$ cat config.mk
export PLATFORM = sky130hd
export DESIGN_NAME = scf_ptr
export DESIGN_NICKNAME = d
export VERILOG_FILES = /design/src/rtl/core/scf_pkg.sv /design/src/rtl/core/scf_ptr.sv
export SDC_FILE = /design/constraint.sdc
export NUM_CORES = 1
export LEC_CHECK = 0
export ABC_AREA = 1
export ABC_CLOCK_PERIOD_IN_PS = 4000
export BUFFER_PORTS_ARGS = -buffer_cell sky130_fd_sc_hd__buf_2
export CORE_MARGIN = 2
export CORE_UTILIZATION = 52
export CTS_BUF_LIST = sky130_fd_sc_hd__clkbuf_16
export CTS_CLUSTER_DIAMETER = 80
export DETAILED_ROUTE_END_ITERATION = 6
export PLACE_DENSITY = 0.75
export SETUP_SLACK_MARGIN = 0.3
export SLEW_MARGIN = 40
export SYNTH_ARGS = -nofsm -noshare
export SYNTH_HDL_FRONTEND = slang
export SYNTH_SLANG_ARGS = --single-unit
$ cat constraint.sdc
create_clock -name clk -period 4 [get_ports clk]
set_clock_uncertainty 0.2 [all_clocks]
set_input_delay 0.8 -clock clk [delete_from_list [all_inputs] [get_ports clk]]
set_output_delay 0.8 -clock clk [all_outputs]
set_load 0.01 [all_outputs]
$ cat src/rtl/core/scf_pkg.sv
package scf_pkg;

	localparam int FUNC_W = 2;
	localparam int CHAR_W = 8;
	localparam int FILL_W = 11;

	localparam logic [FUNC_W-1:0] FUNC_SCAN  = 2'd0;
	localparam logic [FUNC_W-1:0] FUNC_READ  = 2'd1;
	localparam logic [FUNC_W-1:0] FUNC_CLEAR = 2'd2;

	localparam logic [6:0] KEY_DIGIT_LO  = 7'h02;
	localparam logic [6:0] KEY_DIGIT_HI  = 7'h0b;
	localparam logic [6:0] KEY_TOP_LO    = 7'h10;
	localparam logic [6:0] KEY_TOP_HI    = 7'h19;
	localparam logic [6:0] KEY_HOME_LO   = 7'h1e;
	localparam logic [6:0] KEY_HOME_HI   = 7'h26;
	localparam logic [6:0] KEY_BOTTOM_LO = 7'h2c;
	localparam logic [6:0] KEY_BOTTOM_HI = 7'h32;
	localparam logic [6:0] KEY_SPACE     = 7'h39;
	localparam logic [6:0] KEY_ENTER     = 7'h1c;

	localparam logic [CHAR_W-1:0] CH_QMARK   = 8'h3f;
	localparam logic [CHAR_W-1:0] CH_SPACE   = 8'h20;
	localparam logic [CHAR_W-1:0] CH_NEWLINE = 8'h0a;

	localparam logic [CHAR_W-1:0] DIGIT_ROW [10] =
		'{"1", "2", "3", "4", "5", "6", "7", "8", "9", "0"};
	localparam logic [CHAR_W-1:0] TOP_ROW [10] =
		'{"q", "w", "e", "r", "t", "y", "u", "i", "o", "p"};
	localparam logic [CHAR_W-1:0] HOME_ROW [9] =
		'{"a", "s", "d", "f", "g", "h", "j", "k", "l"};
	localparam logic [CHAR_W-1:0] BOTTOM_ROW [7] =
		'{"z", "x", "c", "v", "b", "n", "m"};

	typedef struct packed {
		logic push_try;
		logic pop_try;
		logic clear;
	} scf_req_t;

	typedef struct packed {
		logic full;
		logic pushed;
		logic popped;
	} scf_sts_t;

	function automatic logic [CHAR_W-1:0] decode_key(input logic [6:0] code);
		logic [6:0]        off;
		logic [CHAR_W-1:0] ch;
		ch  = CH_QMARK;
		off = '0;
		if (code >= KEY_DIGIT_LO && code <= KEY_DIGIT_HI) begin
			off = code - KEY_DIGIT_LO;
			ch  = DIGIT_ROW[off[3:0]];
		end else if (code >= KEY_TOP_LO && code <= KEY_TOP_HI) begin
			off = code - KEY_TOP_LO;
			ch  = TOP_ROW[off[3:0]];
		end else if (code >= KEY_HOME_LO && code <= KEY_HOME_HI) begin
			off = code - KEY_HOME_LO;
			ch  = HOME_ROW[off[3:0]];
		end else if (code >= KEY_BOTTOM_LO && code <= KEY_BOTTOM_HI) begin
			off = code - KEY_BOTTOM_LO;
			ch  = BOTTOM_ROW[off[2:0]];
		end else if (code == KEY_SPACE) begin
			ch = CH_SPACE;
		end else if (code == KEY_ENTER) begin
			ch = CH_NEWLINE;
		end
		return ch;
	endfunction

endpackage

$ cat src/rtl/core/scf_ptr.sv
module scf_ptr
	import scf_pkg::*;
#(
	parameter int FIFO_DEPTH = 1024
) (
	input  logic                            clk,
	input  logic                            arst_n,
	input  scf_req_t                        req,
	output scf_sts_t                        sts,
	output logic [$clog2(FIFO_DEPTH)-1:0]   wr_addr,
	output logic [$clog2(FIFO_DEPTH)-1:0]   rd_addr,
	output logic [$clog2(FIFO_DEPTH+1)-1:0] count_nxt
);

	localparam int AW    = $clog2(FIFO_DEPTH);
	localparam int CNT_W = $clog2(FIFO_DEPTH + 1);
	localparam logic [AW-1:0]    LAST_POS = AW'(FIFO_DEPTH - 1);
	localparam logic [CNT_W-1:0] FULL_CNT = CNT_W'(FIFO_DEPTH);

	logic [AW-1:0]    wr_q;
	logic [AW-1:0]    rd_q;
	logic [CNT_W-1:0] count_q;
	logic [AW-1:0]    wr_nxt;
	logic [AW-1:0]    rd_nxt;
	logic             full;
	logic             empty;
	logic             push;
	logic             pop;

	assign full  = (count_q == FULL_CNT);
	assign empty = (count_q == '0);
	assign push  = req.push_try && !full;
	assign pop   = req.pop_try && !empty;

	always_comb begin
		wr_nxt    = wr_q;
		rd_nxt    = rd_q;
		count_nxt = count_q;
		if (req.clear) begin
			wr_nxt    = '0;
			rd_nxt    = '0;
			count_nxt = '0;
		end else if (push) begin
			wr_nxt    = (wr_q == LAST_POS) ? '0 : wr_q + AW'(1);
			count_nxt = count_q + CNT_W'(1);
		end else if (pop) begin
			rd_nxt    = (rd_q == LAST_POS) ? '0 : rd_q + AW'(1);
			count_nxt = count_q - CNT_W'(1);
		end
	end

	always_ff @(posedge clk or negedge arst_n) begin
		if (!arst_n) begin
			wr_q    <= '0;
			rd_q    <= '0;
			count_q <= '0;
		end else begin
			wr_q    <= wr_nxt;
			rd_q    <= rd_nxt;
			count_q <= count_nxt;
		end
	end

	assign wr_addr    = wr_q;
	assign rd_addr    = rd_q;
	assign sts.full   = full;
	assign sts.pushed = push;
	assign sts.popped = pop;

endmodule

After elaboration in Yosys (flattened, before gate mapping)
Cells that the tools add are included.
{"block": "totals", "register_bits": 31, "in_bits": 5, "output_inout_bits": 34, "word_cells": 29}
{"block": "classes", "add_sub_neg": 4, "eq_ne": 4, "muxes": 10, "reduce_logical": 8}
{"cell": "two-way mux 10 bit", "n": 7}
{"cell": "two-way mux 11 bit", "n": 3}
{"cell": "adder 10 x 1 -> 10 bit, second input constant", "n": 2}
{"cell": "== test 10 bit, second input constant", "n": 2}
{"cell": "adder 11 x 1 -> 11 bit, second input constant", "n": 1}
{"cell": "== test 11 bit, second input constant", "n": 1}
{"cell": "logical NOT 11 bit", "n": 1}
{"cell": "subtractor 11 x 1 -> 11 bit, second input constant", "n": 1}
{"cell": "nonzero test 2 bit", "n": 2}
{"cell": "logical AND 1 bit", "n": 2}
{"cell": "logical NOT 1 bit", "n": 2}
{"cell": "!= test 2 bit, second input constant", "n": 1}
{"cell": "AND reduction 2 bit", "n": 1}

Depth between registers and ports, before layout
Gate-level depths: netlist of the first run.
{"block": "depth", "depth_word": 6, "depth_mapped": 12, "depth_no_buf": 12}

Worst setup path before layout of the first run
OpenSTA, ideal clock, no wires.
{"block": "synth_path", "kind": "input to output", "from": "input port req[0] (netlist name)", "to": "output port count_nxt[0]", "arrival_time_ps": 1686, "t_required_ps": 3000, "setup_slack_ps": 1314, "cell_stages": 5, "n_path_buf": 2, "path_cell_list": "buf_2 -> inv_1 -> buf_2 -> o21ai_0 -> a21oi_1"}
{"block": "synth_between", "elab_chain_cells": 1}
{"item": "start, declared", "line": "scf_ptr.sv:8", "source": "input scf_req_t req,"}
{"item": "two-way mux 11 bit", "line": "scf_ptr.sv:39", "source": "if (req.clear) begin"}
{"item": "end, declared", "line": "scf_ptr.sv:12", "source": "output logic [$clog2(FIFO_DEPTH+1)-1:0] count_nxt"}
Every way passes these cells.

Final worst setup path of the first run
{"block": "layout_path", "from": "register count_q[0]", "to": "output port count_nxt[2]"}
{"block": "layout_between", "elab_chain_cells": 6}
{"item": "start, declared", "line": "scf_ptr.sv:22", "source": "logic [CNT_W-1:0] count_q;"}
{"item": "start signal, assigned", "line": "scf_ptr.sv:60", "source": "count_q <= count_nxt;"}
{"item": "branches (longest 4 deep; another with subtractor 11 x 1 -> 11 bit)"}
{"item": "two-way mux 11 bit (*)", "line": "scf_ptr.sv:43", "source": "end else if (push) begin"}
{"item": "two-way mux 11 bit (*)", "line": "scf_ptr.sv:39"}
Every way passes the cells marked *.

==> reports/results.txt, run 1 <==
maximum clock frequency = 299.0 MHz
share of layout cells above drive strength 1 = 0.1760
number of global-route vias before repair = 1853
setup TNS = 0 ps
Congestion Overflow GR = 0
hold path start = rd_addr[1]
Die W = 68.32 um
RSZ-0062 raised after global routing = no
Final period util = 0.8361
DR iter-0 viols = 157
Synth Warn # = 0
post-synthesis sequential area ratio = 0.3607
row cnt = 23
Starting Density = 0.5377
synthesized area = 2151 um2
Final Critical Period = 3344 ps
synth unique cells = 31
DP Wirelength = 3604 um
Slowest-stage cell, CP = a21oi_2
switching share of power = 0.3176
combinational share of power = 0.210
critical path class = flip-flop to output pin
post-route antenna net violation count = 0
nets = 349
status = finished, final reports clean
drt total wl = 4855 um
Routability Congestion = 0.8434
Seq cells post-synth = 31
Placed Instances = 383
via count = 2044
Final Hold Violating Endpoints = 0
top-count cell post-synth = nand2_1
RR Startpoint = count_q[0]
Clock power frac = 0.395
post-cts sizing count = 0
actual slew at the worst max-slew pin = 699.8 ps
Die Ht = 68.32 um
# setup viols final = 0
sequential share of power = 0.395
R2R cell count = 9
Stages on worst setup path = 10
die area = 4667 um2
Reg clk slew, reported paths = 50 ps
Max Slew Vio Count = 0
# fillers = 378
final cell count without fillers = 391
clock buffer depth = 2
total power = 0.0009235 W
pin count of the biggest net entering global routing = 32
family with the most delay on the worst path = simple AND/OR/NAND/NOR gates
H-tree Lvls = 2
Main synth FF type = dfrtp_1
Synth top cells by count = 99 x nand2_1, 35 x nor2_1, 31 x dfrtp_1, 30 x inv_1, 29 x nand3_1
MaxCap Viol Count = 0
area of the core = 4000 um2
CTS tree = done
Synth Instances = 304
Buf+Inv Stages, Crit Path = 2
crit path DAT = 2340 ps
startpoint type of the worst setup path = flip-flop
worst min path class = flip-flop to flip-flop
leakage power = 1.315 nW
reg-to-reg endpoint = rd_addr[0]
vias per inst = 5.228
Root Driver = clkbuf_16
Post-synth EDFFs = 0
Post-synth ARST share = 1.000
initial antenna violation count = 0
wire per inst = 12.42 um
pwr dens = 374.3 nW/um2
Ant. Diodes = 0
Clk Latency, worst-skew pair = 280 ps
Switch Pwr = 0.0002933 W
VDD IR-drop max = 0.2939 mV
Top Ports = 39
Area Overhead vs Synth = 14.72%
Initial DRT Pass Iterations = 4
Overall Global Routing Usage = 0.2327
area of placed instances = 2326 um2
largest area contributor in the netlist = dfrtp_1
post-synth top area share = 0.3607
Avg Cell Area, Syn = 7.075 um2
ranking of synthesized cells by area = dfrtp_1 36%, nand2_1 17%, nand3_1 6.7%
Slew headroom = 0.5335
# Post-CTS Setup Buffers = 0
Worst Setup SP = count_q[0]
CP endpoint = count_nxt[2]
Largest stage delay, worst path = 550 ps
CP max FO = 11
Register-to-Register Setup Slack = 1700 ps
P_int = 0.0006302 W
first-pass GRT wire length = 8100 um
worst path required time = 3000 ps
CTS buffer count = 5
Critical Path, Cell by Cell = inv_1 > ha_1 > nand2_2 > nor2_4 > a21oi_2 > nand3_2 > nand3_1 > nand2_1 > nor2_1 > buf_2
syn_nets = 313
critical path capture point type = output pin
Hold Buf Count CTS = 0
I/O Buffers = 38
CTS Sinks = 31
Remaining DRCs = 0
design area = 2467 um2
==> cell type report <==
cell class	count	area, um2	share of cell area
clock buffers	5	125.1	0.05071
multi-input cells	234	1185	0.4802
flip-flops and latches	31	775.7	0.3144
repair buffers	38	190.2	0.07708
inverters	30	112.6	0.04564
clock inverters	3	16.27	0.006592
well taps	50	62.56	0.02535
==> stage by stage <==
stage | util | hold WS, ps | setup WS (ps)
after global routing | 0.6168 | 376.5 | 441.7
after floorplan | - | 304.4 | 1314
after detailed placement | 0.5815 | 317.5 | 942.1
after global placement | 0.5815 | 309.5 | 990.9
after CTS | 0.6168 | 331.4 | 646.9
final | 0.6168 | 331.4 | 655.8
==> registers in the layout, indices dropped and copies added, names as in the netlist <==
signal / cells
wr_addr: 10
rd_addr: 10
count_q: 11
==> power by group through the flow <==
stage	Combinational, W	Clock (W)	Sequential (W)
after floorplan	0.000152	0	0.000363
after global placement	0.000192	0	0.000369
after detailed placement	0.000195	0	0.000370
after CTS	0.000196	0.000370	0.000365
after global routing	0.000221	0.000383	0.000369
final	0.000194	0.000365	0.000365
==> worst min-delay path by stage <==
stage,end,cells past startpoint
final,rd_addr[1],2
after global routing,rd_addr[9],2
after CTS,rd_addr[1],2
after detailed placement,rd_addr[1],2
after global placement,rd_addr[1],2
after floorplan,count_q[0],0
==> layer usage <==
metal,routed length [um],share of wire,global-route usage,vias to the layer above
met5,0,0,0,-
met4,63,0.013,0.08500,0
met3,206,0.042,0.05592,9
met2,2359,0.49,0.3871,40
met1,2224,0.46,0.2930,951
li1,-,-,-,1044
==> cell usage in the layout, fill, tap and decap left out, types with 3 or more instances in the layout <==
master and n:
nand2_1 99, buf_2 38, nor2_1 35, inv_1 31, dfrtp_1 31, nand3_1 29, o21ai_0 14, xor2_1 10
a21oi_1 8, nand4_1 5, o22ai_1 5, clkbuf_16 5, nand2_2 4, ha_1 4, nor3_1 3
==> cells by family (layout without fill, tap and decap cells) <==
logic type / count (synthesis) / count (layout) / share of synthesized area
xor gates and xnor gates: 11 / 11 / 0.04479
and+or+nand+nor: 184 / 184 / 0.3845
AOI/OAI and AO/OA: 35 / 35 / 0.09832
buffers and inverters: 39 / 76 / 0.08842
DFF: 31 / 31 / 0.3607
adders and majority gates: 4 / 4 / 0.02327
==> worst min-delay path, cell delays in order, from the launching register on <==
cell and delay (ps):
dfrtp_1 380, nand2_1 60, nand2_1 50
Power figures use the tool's default switching activity.
==> run 2: changes to the inputs <==
- ABC_CLOCK_PERIOD_IN_PS: 4000 -> 3200
- clock period: 4 -> 3.2 ns (I/O delays scaled with it)
==> reports/results.txt, run 2 (synthesis results as in run 1) <==
setup TNS = 0 ps (unchanged)
CP max FO = 8 (was 11)
actual slew at the worst max-slew pin = 720.2 ps (was 699.8 ps)
Largest stage delay, worst path = 490 ps (was 550 ps)
startpoint type of the worst setup path = flip-flop (unchanged)
leakage power = 1.430 nW (was 1.315 nW)
Slew headroom = 0.5199 (was 0.5335)
Top Ports = 39 (unchanged)
Slowest-stage cell, CP = dfrtp_2 (was a21oi_2)
RSZ-0062 raised after global routing = no (unchanged)
worst min path class = primary input to async pin (was flip-flop to flip-flop)
# fillers = 332 (was 378)
Starting Density = 0.5377 (unchanged)
row cnt = 23 (unchanged)
Die W = 68.32 um (unchanged)
Die Ht = 68.32 um (unchanged)
Final period util = 0.8886
DP Wirelength = 3599 um (was 3604 um)
die area = 4667 um2 (unchanged)
CTS buffer count = 5 (unchanged)
Ant. Diodes = 0 (unchanged)
VDD IR-drop max = 0.4936 mV (was 0.2939 mV)
I/O Buffers = 38 (unchanged)
Placed Instances = 385 (was 383)
first-pass GRT wire length = 8576 um (was 8100 um)
pin count of the biggest net entering global routing = 32 (unchanged)
Area Overhead vs Synth = 27.57% (was 14.72%)
Most common cell on crit path = nand2_2
initial antenna violation count = 0 (unchanged)
area of the core = 4000 um2 (unchanged)
vias per inst = 5.299 (was 5.228)
CTS Sinks = 31 (unchanged)
critical path capture point type = output pin (unchanged)
post-route antenna net violation count = 0 (unchanged)
maximum clock frequency = 351.7 MHz
Register-to-Register Setup Slack = 1150 ps (was 1700 ps)
Max Slew Vio Count = 0 (unchanged)
Initial DRT Pass Iterations = 4 (unchanged)
status = finished, final reports clean (unchanged)
nets = 369 (was 349)
via count = 2178 (was 2044)
Final Critical Period = 2844 ps
CTS tree = done (unchanged)
MaxCap Viol Count = 0 (unchanged)
most common cell after layout, fill and taps aside = nand2_1 (unchanged)
total power = 0.001299 W (was 0.0009235 W)
Top reg by flops = count_q (unchanged)
wire per inst = 13.36 um (was 12.42 um)
Remaining DRCs = 0 (unchanged)
pwr dens = 473.3 nW/um2 (was 374.3 nW/um2)
Reg clk slew, reported paths = 50 ps (about the same)
critical path class = flip-flop to output pin (unchanged)
number of global-route vias before repair = 1942 (was 1853)
worst path required time = 2360 ps (was 3000 ps)
drt total wl = 5493 um (was 4855 um)
max reg flops = 11 (unchanged)
Critical Path, Cell by Cell = nor2_8 > nand2_2 > nor2_4 > nand2_4 > nand2_8 > clkinvlp_4 > nand2_2 > nand3_1 > nand2_1 > nor2_1 > buf_2 (was inv_1 > ha_1 > nand2_2 > nor2_4 > a21oi_2 > nand3_2 > nand3_1 > nand2_1 > nor2_1 > buf_2)
Routability Congestion = 0.8356 (was 0.8434)
# setup viols final = 0 (unchanged)
share of layout cells above drive strength 1 = 0.2798 (was 0.1760)
clock buffer depth = 2 (unchanged)
Clk Latency, worst-skew pair = 270 ps (was 280 ps)
Final Hold Violating Endpoints = 0 (unchanged)
DR iter-0 viols = 166 (was 157)
crit path DAT = 2000 ps (was 2340 ps)
final cell count without fillers = 411 (was 391)
H-tree Lvls = 2 (unchanged)
Overall Global Routing Usage = 0.2460 (was 0.2327)
Root Driver = clkbuf_16 (unchanged)
most frequent cells in the layout = 95 x nand2_1, 38 x buf_2, 29 x nor2_1, 28 x nand3_1 (was 99 x nand2_1, 38 x buf_2, 35 x nor2_1, 31 x inv_1, 31 x dfrtp_1)
Congestion Overflow GR = 0 (unchanged)
-- run 2: changes by cell type in the layout (fill, tap and decap cells not counted), moves of 2 or more --
cell and delta:
nand2_2 +3, nand2_4 +2, nor2_1 -6, inv_1 -4
nor2_2 +3, buf_4 +18, dfrtp_1 -4, nor2_4 +3
o21ai_0 -2, nand2_1 -4, dfrtp_2 +4, inv_2 +2
-- run 2: layout make-up --
class | count | area [um2] | area share
clock buffer | 5 | 125.1 | 0.04560
timing repair buffer | 57 | 345.3 | 0.1259
clock inverter | 3 | 38.79 | 0.01414
multi-input combinational | 235 | 1275 | 0.4647
inverter | 30 | 116.4 | 0.04241
tap | 50 | 62.56 | 0.02280
sequential | 31 | 780.7 | 0.2845
-- run 2: metal layers --
metal	vias up	global-route usage	wire length (um)
met4	0	0.09250	60
met3	8	0.05428	268
li1	1087	-	-
met1	1026	0.3186	2398
met5	-	0	0
met2	57	0.4005	2765
-- run 2: worst paths after layout --
kind | depth (start not counted) | to | from
min in group clk | 2 | rd_addr[1] | rd_addr[1]
worst min register to register | 2 | rd_addr[1] | rd_addr[1]
worst min-delay path | 1 | count_q[9] | arst_n
max in group asynchronous | 1 | count_q[2] | arst_n
worst max-delay path | 11 | count_nxt[7] | count_q[5]
worst max register to register | 10 | wr_addr[2] | count_q[8]
-- run 2: what timing repair did --
action	4_1_cts	5_1_grt
endpoints found under the setup margin	11	11
hold buffers	0	0
setup buffers	9	8
gates cloned	1	0
pin swaps	3	9
resized for setup	12	17
-- run 2: power breakdown --
group	total (W)	switching, W	internal (W)
clock	0.000531	0.000169	0.000363
sequential	0.000456	0.0000377	0.000418
combinational	0.000312	0.000184	0.000127
-- run 2: worst max-delay path: cells and delay by family, from the launching register on --
kind | cells | cell delay, ps
buffers and inverters | 2 | 300
DFF | 1 | 490
and+or+nand+nor | 9 | 920
-- run 2: metrics by stage --
stage | cell area [um2] | util | setup slack [ps] | hold slack [ps]
finish | 2744 | 0.6860 | 356.4 | 219.3
global route | 2744 | 0.6860 | 254.2 | 285.7
CTS | 2636 | 0.6591 | 317.7 | 253.4
detailed placement | 2341 | 0.5852 | 353.1 | 318.8
global placement | 2341 | 0.5852 | 444.8 | 312.3
floorplan | 2151 | - | 699.2 | 144.4
==> run 3: changes to the inputs <==
- CELL_PAD_IN_SITES_DETAIL_PLACEMENT: default -> 0
- CELL_PAD_IN_SITES_GLOBAL_PLACEMENT: default -> 1
- CORE_UTILIZATION: 52 -> 40
- PLACE_DENSITY: 0.75 -> default
- PLACE_DENSITY_LB_ADDON: default -> 0.1
==> reports/results.txt, run 3 (synthesis results as in run 1) <==
worst min path class = primary input to async pin (unchanged)
DR iter-0 viols = 78 (was 166)
max reg flops = 11 (unchanged)
maximum clock frequency = 347.9 MHz (was 351.7 MHz)
most common cell after layout, fill and taps aside = nand2_1 (unchanged)
pwr dens = 444.4 nW/um2 (was 473.3 nW/um2)
Congestion Overflow GR = 0 (unchanged)
number of global-route vias before repair = 2055 (was 1942)
Initial DRT Pass Iterations = 4 (unchanged)
worst setup margin = 325.6 ps (was 356.4 ps)
Slew headroom = 0.5199 (about the same)
critical path class = flip-flop to output pin (unchanged)
Starting Density = 0.4185 (was 0.5377)
Reg clk slew, reported paths = 50 ps (about the same)
row cnt = 26 (was 23)
setup TNS = 0 ps (unchanged)
worst path required time = 2360 ps (about the same)
Critical Path, Cell by Cell = nor2_2 > nand2_4 > nor2_4 > nand2_4 > nand2_8 > clkinvlp_4 > o21ai_0 > nand2_1 > nor2_2 > buf_2 (was nor2_8 > nand2_2 > nor2_4 > nand2_4 > nand2_8 > clkinvlp_4 > nand2_2 > nand3_1 > nand2_1 > nor2_1 > buf_2)
CP max FO = 7 (was 8)
first-pass GRT wire length = 9432 um (was 8576 um)
status = finished, final reports clean (unchanged)
Area Overhead vs Synth = 29.96% (was 27.57%)
Root Driver = clkbuf_16 (unchanged)
leakage power = 1.435 nW (was 1.430 nW)
Overall Global Routing Usage = 0.1947 (was 0.2460)
Remaining DRCs = 0 (unchanged)
Final period util = 0.8982 (was 0.8886)
total power = 0.001242 W (was 0.001299 W)
H-tree Lvls = 2 (unchanged)
CTS buffer count = 5 (unchanged)
Final Hold Violating Endpoints = 0 (unchanged)
via count = 2133 (was 2178)
# setup viols final = 0 (unchanged)
nets = 373 (was 369)
startpoint type of the worst setup path = flip-flop (unchanged)
die area = 5980 um2 (was 4667 um2)
Largest stage delay, worst path = 470 ps (was 490 ps)
VDD IR-drop max = 0.2744 mV (was 0.4936 mV)
Max Slew Vio Count = 0 (unchanged)
vias per inst = 4.903 (was 5.299)
# fillers = 544 (was 332)
CTS tree = done (unchanged)
clock buffer depth = 2 (unchanged)
actual slew at the worst max-slew pin = 720.1 ps (was 720.2 ps)
Routability Congestion = 0.8400 (was 0.8356)
drt total wl = 5646 um (was 5493 um)
most frequent cells in the layout = 92 x nand2_1, 38 x buf_2, 29 x inv_1, 27 x nand3_1 (was 95 x nand2_1, 38 x buf_2, 29 x nor2_1, 28 x nand3_1)
initial antenna violation count = 0 (unchanged)
CTS Sinks = 31 (unchanged)
MaxCap Viol Count = 0 (unchanged)
post-route antenna net violation count = 0 (unchanged)
crit path DAT = 2030 ps (was 2000 ps)
RSZ-0062 raised after global routing = yes (was no)
Ant. Diodes = 0 (unchanged)
Die W = 77.33 um (was 68.32 um)
Clk Latency, worst-skew pair = 270 ps (about the same)
Worst Hold Slack = 218.7 ps (was 219.3 ps)
Die Ht = 77.33 um (was 68.32 um)
Final Critical Period = 2874 ps (was 2844 ps)
DP Worst Slack = 392.8 ps (was 353.1 ps)
wire per inst = 12.98 um (was 13.36 um)
Top Ports = 39 (unchanged)
area of the core = 5140 um2 (was 4000 um2)
RR Startpoint = count_q[3] (was count_q[8])
critical path capture point type = output pin (unchanged)
DP Wirelength = 3812 um (was 3599 um)
share of layout cells above drive strength 1 = 0.3123 (was 0.2798)
Worst Setup SP = count_q[3] (was count_q[5])
I/O Buffers = 38 (unchanged)
pin count of the biggest net entering global routing = 32 (unchanged)
Slowest-stage cell, CP = dfrtp_2 (unchanged)
Top reg by flops = count_q (unchanged)
run 3: final timing paths:
check                                    end  slack (ps)  depth (start not counted)
worst min-delay path              wr_addr[6]         220                          1
max in group asynchronous         count_q[8]        2070                          1
worst min register to register    rd_addr[1]         320                          2
worst max-delay path            count_nxt[3]         330                         10
worst max register to register    rd_addr[0]        1190                         11
min in group clk                  rd_addr[1]         320                          2
run 3: critical path: cells and delay by family, from the launching register on:
kind                   cells  cell delay [ps]
buffers and inverters      2              330
flip-flops                 1              470
AND/OR/NAND/NOR            7              840
AO/OA/AOI/OAI              1              120
run 3: where the power goes:
group,internal [W],switching (W)
registers,0.000418,0.0000343
logic,0.000137,0.000194
clock network,0.000284,0.000175
run 3: final cells by class:
cell class	count	area, um2	share of cell area
multi-input cells	234	1285	0.4597
clock inverters	3	16.27	0.005819
repair buffers	62	382.9	0.1370
inverters	30	116.4	0.04163
well taps	70	87.58	0.03133
flip-flops and latches	31	782.0	0.2798
clock buffers	5	125.1	0.04476
run 3: repair_timing:
action	CTS	global route
pin swaps	3	10
resized for setup	7	28
buffers inserted	11	9
setup endpoints to repair	11	11
hold buffers	0	0
hold endpoints to repair	0	0
run 3: stage by stage:
stage	instance area, um2	utilization	std cells
after floorplan	2151	-	304
after CTS	2633	0.5122	426
after detailed placement	2381	0.4632	407
after global placement	2381	0.4632	407
after global routing	2795	0.5438	435
final	2795	0.5438	435
run 3: routing by layer:
metal | track usage | part of all wire | up-vias
met5 | 0 | 0 | -
met4 | 0.06429 | 0.012 | 0
met3 | 0.03721 | 0.028 | 7
met2 | 0.3330 | 0.49 | 38
met1 | 0.2472 | 0.47 | 994
li1 | - | - | 1094
